==> src/rtl/core/sgpg_pkg.sv <==
`timescale 1ns / 1ps
// ----------------------------------------------------------------------------
// sgpg_pkg
// Shared types, constants and the 5x7 font ROM for the scaled glyph pixel
// generator.
// ----------------------------------------------------------------------------
package sgpg_pkg;

    localparam int MAX_WINDOW_WIDTH = 640;
    localparam int CELL_COLS        = 5;
    localparam int CELL_ROWS        = 7;
    localparam int ADVANCE_CELLS    = 6;

    localparam logic [9:0] WINDOW_WIDTH_RESET  = 10'd296;
    localparam logic [7:0] WINDOW_HEIGHT_RESET = 8'd8;

    // configuration register indexes
    localparam logic [0:0] CFG_WINDOW_WIDTH  = 1'b0;
    localparam logic [0:0] CFG_WINDOW_HEIGHT = 1'b1;

    typedef struct packed {
        logic [7:0]         char_code;
        logic signed [15:0] origin_x;
        logic signed [15:0] origin_y;
        logic [9:0]         pixel_x;
        logic [7:0]         pixel_y;
        logic [3:0]         scale;
        logic [7:0]         ink;
    } t_in_item;

    typedef struct packed {
        logic        write_enable;
        logic [17:0] pixel_address;
        logic [7:0]  ink_out;
        logic        glyph_known;
        logic [6:0]  advance;
    } t_out_item;

    typedef logic [0:CELL_COLS-1][7:0] t_cols;

    typedef struct packed {
        logic  known;
        t_cols cols;
    } t_glyph;

    // after stage 1: glyph fetched, offsets and row product formed
    typedef struct packed {
        logic        known;
        t_cols       cols;
        logic [16:0] dx;
        logic [16:0] dy;
        logic [3:0]  scale;
        logic        in_window;
        logic [17:0] product;
        logic [9:0]  pixel_x;
        logic [7:0]  ink;
        logic [6:0]  advance;
    } t_s1;

    // after stage 2: cell coordinates and final address
    typedef struct packed {
        logic        known;
        t_cols       cols;
        logic        in_cell;
        logic [2:0]  col;
        logic [2:0]  row;
        logic        in_window;
        logic [17:0] address;
        logic [7:0]  ink;
        logic [6:0]  advance;
    } t_s2;

    // column-major font, bit r of a column byte is row r (row 0 at top)
    function automatic t_glyph font_glyph(input logic [7:0] code);
        t_glyph g;
        g.known = 1'b1;
        case (code)
            8'h30: g.cols = {8'h3E, 8'h51, 8'h49, 8'h45, 8'h3E}; // 0
            8'h31: g.cols = {8'h00, 8'h42, 8'h7F, 8'h40, 8'h00};
            8'h32: g.cols = {8'h42, 8'h61, 8'h51, 8'h49, 8'h46};
            8'h33: g.cols = {8'h21, 8'h41, 8'h45, 8'h4B, 8'h31};
            8'h34: g.cols = {8'h18, 8'h14, 8'h12, 8'h7F, 8'h10};
            8'h35: g.cols = {8'h27, 8'h45, 8'h45, 8'h45, 8'h39};
            8'h36: g.cols = {8'h3C, 8'h4A, 8'h49, 8'h49, 8'h30};
            8'h37: g.cols = {8'h01, 8'h71, 8'h09, 8'h05, 8'h03};
            8'h38: g.cols = {8'h36, 8'h49, 8'h49, 8'h49, 8'h36};
            8'h39: g.cols = {8'h06, 8'h49, 8'h49, 8'h29, 8'h1E};
            8'h2E: g.cols = {8'h00, 8'h60, 8'h60, 8'h00, 8'h00}; // .
            8'h2C: g.cols = {8'h00, 8'h50, 8'h30, 8'h00, 8'h00}; // ,
            8'h2D: g.cols = {8'h08, 8'h08, 8'h08, 8'h08, 8'h08}; // -
            8'h2F: g.cols = {8'h20, 8'h10, 8'h08, 8'h04, 8'h02}; // /
            8'h3A: g.cols = {8'h00, 8'h36, 8'h36, 8'h00, 8'h00}; // :
            8'h20: g.cols = {8'h00, 8'h00, 8'h00, 8'h00, 8'h00}; // space
            8'h24: g.cols = {8'h24, 8'h2A, 8'h7F, 8'h2A, 8'h12}; // $
            8'h41: g.cols = {8'h7E, 8'h11, 8'h11, 8'h11, 8'h7E}; // A
            8'h42: g.cols = {8'h7F, 8'h49, 8'h49, 8'h49, 8'h36};
            8'h43: g.cols = {8'h3E, 8'h41, 8'h41, 8'h41, 8'h22};
            8'h44: g.cols = {8'h7F, 8'h41, 8'h41, 8'h22, 8'h1C};
            8'h45: g.cols = {8'h7F, 8'h49, 8'h49, 8'h49, 8'h41};
            8'h46: g.cols = {8'h7F, 8'h09, 8'h09, 8'h09, 8'h01};
            8'h47: g.cols = {8'h3E, 8'h41, 8'h49, 8'h49, 8'h7A};
            8'h48: g.cols = {8'h7F, 8'h08, 8'h08, 8'h08, 8'h7F};
            8'h49: g.cols = {8'h00, 8'h41, 8'h7F, 8'h41, 8'h00};
            8'h4B: g.cols = {8'h7F, 8'h08, 8'h14, 8'h22, 8'h41};
            8'h4C: g.cols = {8'h7F, 8'h40, 8'h40, 8'h40, 8'h40};
            8'h4D: g.cols = {8'h7F, 8'h02, 8'h0C, 8'h02, 8'h7F};
            8'h4E: g.cols = {8'h7F, 8'h04, 8'h08, 8'h10, 8'h7F};
            8'h4F: g.cols = {8'h3E, 8'h41, 8'h41, 8'h41, 8'h3E};
            8'h50: g.cols = {8'h7F, 8'h09, 8'h09, 8'h09, 8'h06};
            8'h52: g.cols = {8'h7F, 8'h09, 8'h19, 8'h29, 8'h46};
            8'h53: g.cols = {8'h46, 8'h49, 8'h49, 8'h49, 8'h31};
            8'h54: g.cols = {8'h01, 8'h01, 8'h7F, 8'h01, 8'h01};
            8'h55: g.cols = {8'h3F, 8'h40, 8'h40, 8'h40, 8'h3F};
            8'h56: g.cols = {8'h1F, 8'h20, 8'h40, 8'h20, 8'h1F};
            8'h57: g.cols = {8'h3F, 8'h40, 8'h38, 8'h40, 8'h3F};
            8'h58: g.cols = {8'h63, 8'h14, 8'h08, 8'h14, 8'h63};
            8'h59: g.cols = {8'h07, 8'h08, 8'h70, 8'h08, 8'h07};
            8'h5A: g.cols = {8'h61, 8'h51, 8'h49, 8'h45, 8'h43}; // Z
            default: begin
                g.known = 1'b0;
                g.cols  = '0;
            end
        endcase
        return g;
    endfunction

endpackage

==> src/rtl/core/sgpg_front.sv <==
`timescale 1ns / 1ps
// ----------------------------------------------------------------------------
// sgpg_front
// Stage 1: font lookup, glyph-relative offsets, window clip and row product.
// ----------------------------------------------------------------------------
module sgpg_front (
    input  logic                i_clk,
    input  logic                i_rst_n,
    input  logic                i_valid,
    output logic                o_ready,
    input  sgpg_pkg::t_in_item  i_item,
    input  logic [9:0]          i_window_width,
    input  logic [7:0]          i_window_height,
    output logic                o_valid,
    input  logic                i_ready,
    output sgpg_pkg::t_s1       o_stage
);

    logic             r_valid;
    sgpg_pkg::t_s1    r_stage;
    sgpg_pkg::t_s1    n_stage;
    sgpg_pkg::t_glyph glyph;
    logic [9:0]       stride;

    assign o_ready = !r_valid || i_ready;

    always_comb begin
        // oversized window saturates for both clip and stride
        if ({1'b0, i_window_width} > 11'(sgpg_pkg::MAX_WINDOW_WIDTH)) begin
            stride = 10'(sgpg_pkg::MAX_WINDOW_WIDTH);
        end else begin
            stride = i_window_width;
        end
        glyph             = sgpg_pkg::font_glyph(i_item.char_code);
        n_stage.known     = glyph.known;
        n_stage.cols      = glyph.cols;
        n_stage.dx        = {7'b0, i_item.pixel_x} - {i_item.origin_x[15], i_item.origin_x};
        n_stage.dy        = {9'b0, i_item.pixel_y} - {i_item.origin_y[15], i_item.origin_y};
        n_stage.scale     = i_item.scale;
        n_stage.in_window = (i_item.pixel_x < stride) && (i_item.pixel_y < i_window_height);
        n_stage.product   = {10'b0, i_item.pixel_y} * {8'b0, stride};
        n_stage.pixel_x   = i_item.pixel_x;
        n_stage.ink       = i_item.ink;
        n_stage.advance   = {3'b0, i_item.scale} * 7'(sgpg_pkg::ADVANCE_CELLS);
    end

    always_ff @(posedge i_clk) begin
        if (!i_rst_n) begin
            r_valid <= 1'b0;
        end else if (o_ready) begin
            r_valid <= i_valid;
        end
    end

    always_ff @(posedge i_clk) begin
        if (o_ready && i_valid) begin
            r_stage <= n_stage;
        end
    end

    assign o_valid = r_valid;
    assign o_stage = r_stage;

endmodule

==> src/rtl/core/sgpg_cell.sv <==
`timescale 1ns / 1ps
// ----------------------------------------------------------------------------
// sgpg_cell
// Stage 2: glyph bounds test, font cell column and row, pixel address.
// ----------------------------------------------------------------------------
module sgpg_cell (
    input  logic          i_clk,
    input  logic          i_rst_n,
    input  logic          i_valid,
    output logic          o_ready,
    input  sgpg_pkg::t_s1 i_stage,
    output logic          o_valid,
    input  logic          i_ready,
    output sgpg_pkg::t_s2 o_stage
);

    logic          r_valid;
    sgpg_pkg::t_s2 r_stage;
    sgpg_pkg::t_s2 n_stage;
    logic [6:0]    lim_x;
    logic [6:0]    lim_y;
    logic [6:0]    step;

    assign o_ready = !r_valid || i_ready;

    always_comb begin
        lim_x = {3'b0, i_stage.scale} * 7'(sgpg_pkg::CELL_COLS);
        lim_y = {3'b0, i_stage.scale} * 7'(sgpg_pkg::CELL_ROWS);

        n_stage.known   = i_stage.known;
        n_stage.cols    = i_stage.cols;
        n_stage.in_cell = i_stage.known && (i_stage.scale != 4'd0)
                          && !i_stage.dx[16] && !i_stage.dy[16]
                          && (i_stage.dx < {10'b0, lim_x})
                          && (i_stage.dy < {10'b0, lim_y});

        // offset / scale as a count of crossed multiples; in-cell offsets stay below 7 bits
        n_stage.col = 3'd0;
        for (int k = 1; k < sgpg_pkg::CELL_COLS; k++) begin
            step = 7'(k) * {3'b0, i_stage.scale};
            if (i_stage.dx[6:0] >= step) begin
                n_stage.col = n_stage.col + 3'd1;
            end
        end
        n_stage.row = 3'd0;
        for (int k = 1; k < sgpg_pkg::CELL_ROWS; k++) begin
            step = 7'(k) * {3'b0, i_stage.scale};
            if (i_stage.dy[6:0] >= step) begin
                n_stage.row = n_stage.row + 3'd1;
            end
        end

        n_stage.in_window = i_stage.in_window;
        n_stage.address   = i_stage.product + {8'b0, i_stage.pixel_x};
        n_stage.ink       = i_stage.ink;
        n_stage.advance   = i_stage.advance;
    end

    always_ff @(posedge i_clk) begin
        if (!i_rst_n) begin
            r_valid <= 1'b0;
        end else if (o_ready) begin
            r_valid <= i_valid;
        end
    end

    always_ff @(posedge i_clk) begin
        if (o_ready && i_valid) begin
            r_stage <= n_stage;
        end
    end

    assign o_valid = r_valid;
    assign o_stage = r_stage;

endmodule

==> src/rtl/core/sgpg_out.sv <==
`timescale 1ns / 1ps
// ----------------------------------------------------------------------------
// sgpg_out
// Stage 3: font bit select, write enable and the output register.
// ----------------------------------------------------------------------------
module sgpg_out (
    input  logic                i_clk,
    input  logic                i_rst_n,
    input  logic                i_valid,
    output logic                o_ready,
    input  sgpg_pkg::t_s2       i_stage,
    output logic                o_valid,
    input  logic                i_ready,
    output sgpg_pkg::t_out_item o_item
);

    logic                r_valid;
    sgpg_pkg::t_out_item r_item;
    sgpg_pkg::t_out_item n_item;
    logic                lit;

    assign o_ready = !r_valid || i_ready;

    always_comb begin
        lit                  = i_stage.in_cell && i_stage.cols[i_stage.col][i_stage.row];
        n_item.write_enable  = lit && i_stage.in_window;
        n_item.pixel_address = i_stage.address;
        n_item.ink_out       = (lit && i_stage.in_window) ? i_stage.ink : 8'd0;
        n_item.glyph_known   = i_stage.known;
        n_item.advance       = i_stage.advance;
    end

    always_ff @(posedge i_clk) begin
        if (!i_rst_n) begin
            r_valid <= 1'b0;
        end else if (o_ready) begin
            r_valid <= i_valid;
        end
    end

    always_ff @(posedge i_clk) begin
        if (o_ready && i_valid) begin
            r_item <= n_item;
        end
    end

    assign o_valid = r_valid;
    assign o_item  = r_item;

endmodule

==> src/rtl/core/scaled_glyph_pixel_generator.sv <==
`timescale 1ns / 1ps
// ----------------------------------------------------------------------------
// scaled_glyph_pixel_generator
// Per-pixel 5x7 character generator with integer scale and window clipping.
// ----------------------------------------------------------------------------
// Three register stages (front, cell, out) lie between input accept and result valid.
// Throughput: one item per cycle while the output is ready; a stalled output holds each stage in place.
// Reset (synchronous, active low): all stage valid bits cleared, window
// width back to 296 and window height back to 8. No memories to clear.
module scaled_glyph_pixel_generator (
    input  logic                i_clk,
    input  logic                i_rst_n,
    input  logic                i_in_valid,
    output logic                o_in_ready,
    input  sgpg_pkg::t_in_item  i_in_item,
    output logic                o_out_valid,
    input  logic                i_out_ready,
    output sgpg_pkg::t_out_item o_out_item,
    input  logic                i_cfg_we,
    input  logic [0:0]          i_cfg_index,
    input  logic [9:0]          i_cfg_data
);

    logic [9:0]    r_window_width;
    logic [7:0]    r_window_height;

    logic          s1_valid;
    logic          s1_ready;
    sgpg_pkg::t_s1 s1_stage;
    logic          s2_valid;
    logic          s2_ready;
    sgpg_pkg::t_s2 s2_stage;

    always_ff @(posedge i_clk) begin
        if (!i_rst_n) begin
            r_window_width  <= sgpg_pkg::WINDOW_WIDTH_RESET;
            r_window_height <= sgpg_pkg::WINDOW_HEIGHT_RESET;
        end else if (i_cfg_we) begin
            if (i_cfg_index == sgpg_pkg::CFG_WINDOW_WIDTH) begin
                r_window_width <= i_cfg_data;
            end
            if (i_cfg_index == sgpg_pkg::CFG_WINDOW_HEIGHT) begin
                r_window_height <= i_cfg_data[7:0];
            end
        end
    end

    sgpg_front u_front (
        .i_clk           (i_clk),
        .i_rst_n         (i_rst_n),
        .i_valid         (i_in_valid),
        .o_ready         (o_in_ready),
        .i_item          (i_in_item),
        .i_window_width  (r_window_width),
        .i_window_height (r_window_height),
        .o_valid         (s1_valid),
        .i_ready         (s1_ready),
        .o_stage         (s1_stage)
    );

    sgpg_cell u_cell (
        .i_clk   (i_clk),
        .i_rst_n (i_rst_n),
        .i_valid (s1_valid),
        .o_ready (s1_ready),
        .i_stage (s1_stage),
        .o_valid (s2_valid),
        .i_ready (s2_ready),
        .o_stage (s2_stage)
    );

    sgpg_out u_out (
        .i_clk   (i_clk),
        .i_rst_n (i_rst_n),
        .i_valid (s2_valid),
        .o_ready (s2_ready),
        .i_stage (s2_stage),
        .o_valid (o_out_valid),
        .i_ready (i_out_ready),
        .o_item  (o_out_item)
    );

    // input back-pressure only when every stage holds an item
    a_full_when_stalled: assert property (@(posedge i_clk) disable iff (!i_rst_n)
        !o_in_ready |-> (s1_valid && s2_valid && o_out_valid))
        else $error("input stalled with a free pipeline stage");

    a_write_needs_glyph: assert property (@(posedge i_clk) disable iff (!i_rst_n)
        (o_out_valid && o_out_item.write_enable)
            |-> (o_out_item.glyph_known && o_out_item.advance != 7'd0))
        else $error("write enable without a known glyph");

    a_ink_masked: assert property (@(posedge i_clk) disable iff (!i_rst_n)
        (o_out_valid && !o_out_item.write_enable) |-> (o_out_item.ink_out == 8'd0))
        else $error("ink given for an unwritten pixel");

    // a stage that waits on its successor keeps its item
    a_s2_held: assert property (@(posedge i_clk) disable iff (!i_rst_n)
        (s2_valid && !s2_ready) |=> (s2_valid && $stable(s2_stage)))
        else $error("stage 2 item lost under stall");

endmodule

==> config.mk <==
export PLATFORM = sky130hd
export DESIGN_NAME = scaled_glyph_pixel_generator
export DESIGN_NICKNAME = d
export VERILOG_FILES = /design/src/rtl/core/sgpg_pkg.sv /design/src/rtl/core/sgpg_front.sv /design/src/rtl/core/sgpg_cell.sv /design/src/rtl/core/sgpg_out.sv /design/src/rtl/core/scaled_glyph_pixel_generator.sv
export SDC_FILE = /design/constraint.sdc
export NUM_CORES = 1
export LEC_CHECK = 0
export BUFFER_PORTS_ARGS = -buffer_cell sky130_fd_sc_hd__buf_2
export CAP_MARGIN = 10
export CORE_MARGIN = 2
export CORE_UTILIZATION = 45
export CTS_BUF_LIST = sky130_fd_sc_hd__clkbuf_2
export DETAILED_ROUTE_END_ITERATION = 10
export PLACE_DENSITY = 0.67
export SYNTH_ARGS = -nofsm -noshare
export SYNTH_HDL_FRONTEND = slang
export SYNTH_SLANG_ARGS = --single-unit
export TNS_END_PERCENT = 1
==> constraint.sdc <==
create_clock -name i_clk -period 20.6 [get_ports i_clk]
set_input_delay 4.12 -clock i_clk [delete_from_list [all_inputs] [get_ports i_clk]]
set_output_delay 4.12 -clock i_clk [all_outputs]
set_load 0.02 [all_outputs]
==> qor.txt <==
Status = complete, no violations
Synthesized flop and latch total = 247
CP Max Fanout = 6
Max Slew Vio Count = 0
Starting density of the core = 0.456
GPL Wtd Cong = 0.924
Power Total = 0.00148 W
Worst min path class = flip-flop to flip-flop
WL per Instance = 17.9 µm
Area delta synth->final = 10.3%
Clk Latency, worst-skew pair = 1.04 ns
Cell Area, Placed = 0.0178 mm²
Vias in the first global route = 12200
CTS root buf = clkbuf_2
Syn nets = 1848
Post-DP HPWL = 28.7 mm
Max Clk Rate = 108 MHz
Clock Sinks = 247
1st-iter DRT viols = 951
Cell area after synthesis = 0.0167 mm²
Top-level port count = 123
Die area = 0.0387 mm²
Count of final hold-check violations = 0
Total negative slack = 0 ns
Max clock buf depth = 3
Crit path capture type = primary output
Final std cells w/o fill = 2206
CTS clk-pin slew, worst paths = 0.10 ns
Row count = 70
Post-CTS setup buffer count = 0
Crit path required time = 16.48 ns
H-Tree Depth = 2
Vias per cell = 5.58
Fill cells = 3286
CP Data Arrival Time = 5.17 ns
Lkg Pwr = 7.89 nW
GRT Residual Overflow = 0
Placed Cells = 2086
Top_reg_cell synth = edfxtp_1
Setup Viol. Count Final = 0
Detailed Route WL = 39.4 mm
Max_slew headroom = 0.281
Yosys warns = 0
Initial antenna violation count = 4
CTS Buf Count = 61
CTS Hold Bufs = 0
Slew of the pin with the lowest slew margin = 1.06 ns
DRC viols = 0
Min Tclk post-route = 9.29 ns
Max_cap viols = 0
Syn avg cell area = 10.8 µm²
RSZ-0062 raised after global routing = false
Final net count = 1988
Cell Chain, Critical Path = buf_2 -> nor2b_1 -> nand3_1 -> buf_2
Finished Cell Area = 0.0184 mm²
Global-route wire length before repair = 63.8 mm
Setup crit start kind = input pin
Detailed Routing Iterations Pass 1 = 6
Largest net degree at the start of global routing = 77
GRT Total Usage = 0.210
Vias = 12300
Final hold slack = 0.397 ns
Post-synth ARST share = 0
CTS tree = done
Setup CP Type = input pin to primary output
Synthesized instance count = 1541
Die Wd = 197 µm
Clk_skew = 0.0845 ns
Sequential area share after synthesis = 0.432
Critical Path Max Stage Delay = 0.58 ns
Maximum VDD drop = 0.0487 mV
Buffers on Ports = 121
Core area = 0.0366 mm²
Post_cts resized = 0
Synth unique cells = 85
Layout cell share with drive strength beyond 1 = 0.151
Most frequent CP cell = buf_2
EDFF count, synth = 226
Die H = 197 µm
P per Cell Area = 80.1 mW/mm²
Period Utilization, post-route = 0.451
Final ANT Viol Nets = 0
Slowest CP cell = nor2b_1
-- flip-flops by register name, summed over array words and instances (netlist names) --
register / cells
u_out.o_item: 34
u_cell.o_valid: 1
u_front.o_stage: 116
u_out.o_valid: 1
r_window_height: 8
u_front.o_valid: 1
r_window_width: 10
u_cell.o_stage: 76
-- critical path, delay by kind of cell --
family / cells / cell delay, ns
simple gates: 2 / 0.75
buf+inv: 2 / 0.30
-- placed cells by master (no fill, tap or decap), drive strengths merged, types with 15 or more instances in the layout --
master / instances
a211oi: 21
a21boi: 22
a21o: 23
a21oi: 87
a31oi: 15
and2: 30
and3: 49
buf: 132
clkbuf: 78
clkinv: 36
dfxtp: 21
edfxtp: 226
fa: 58
ha: 163
inv: 144
nand2: 109
nand2b: 27
nand3: 29
nor2: 83
nor2b: 36
nor3: 20
o21ai: 76
xnor2: 43
xor2: 26
-- Yosys cell counts, drive strengths merged, types with 7 or more instances --
cell    number  area share
ha         163        0.12
mux4         9       0.012
fa          58       0.070
and3        49       0.018
nand3       29      0.0087
a31oi       15      0.0056
a211oi      21      0.0094
edfxtp     226        0.41
a211o        7      0.0037
a21o        23       0.010
buf         27      0.0085
inv        142       0.032
nor2        83       0.019
o22ai       10      0.0037
o31ai        8      0.0036
o21a        10      0.0045
nand2      109       0.025
o211ai      12      0.0054
a21boi      22      0.0099
nor4         9      0.0034
o21ai       76       0.023
xor2        26       0.014
and2        30       0.011
nand2b      27       0.010
a21oi       87       0.026
dfxtp       21       0.025
xnor2       43       0.023
or3          9      0.0034
clkbuf      28      0.0063
nor2b       36       0.013
nor3        20      0.0060
-- report_power, final --
part           internal (W)  switching, W  total (W)
sequential         0.000624     0.0000367   0.000661
combinational      0.000205      0.000255   0.000460
clock              0.000149      0.000205   0.000355
-- stage by stage --
stage,util,setup WS [ns]
finish,0.503,11.31
global route,0.503,11.22
CTS,0.503,11.29
detailed placement,0.485,11.31
global placement,0.485,11.36
floorplan,-,9.92
-- final timing paths --
path	from	end	slack, ns	cells past startpoint
min reg2reg	u_front.o_stage[93]$_DFFE_PP_	u_cell.o_stage[52]$_DFFE_PP_	0.40	0
min	u_front.o_stage[93]$_DFFE_PP_	u_cell.o_stage[52]$_DFFE_PP_	0.40	0
max	i_out_ready	o_in_ready	11.31	4
max reg2reg	r_window_width[3]$_SDFFE_PN1P_	u_front.o_stage[42]$_DFFE_PP_	14.81	20
-- cell type report --
cell class	instances	area, µm²	share of cell area
clock inverter	38	249	0.0135
inverter	145	544	0.0296
timing repair buffer	132	688	0.0374
clock buffer	78	390	0.0212
antenna	4	10.0	0.000544
sequential	247	7210	0.391
multi-input combinational	1094	8740	0.475
tap	468	586	0.0318
-- per-layer routing --
metal,vias up,GRT usage,routed length [µm]
met3,69,0.0394,2470
met1,5917,0.288,17700
met5,-,0,7
met2,414,0.338,18400
li1,5917,-,-
met4,2,0.0652,811
-- cells by family after synthesis --
family | count (synthesis) | share of synthesized area
xor gates and xnor gates | 71 | 0.0393
other | 1 | 0.000225
adders and majority gates | 221 | 0.192
DFF | 247 | 0.432
AOI/OAI and AO/OA | 346 | 0.135
muxes | 18 | 0.0180
buffers and inverters | 200 | 0.0474
and+or+nand+nor | 437 | 0.137
Note: power is estimated with default switching activity, not from simulation.
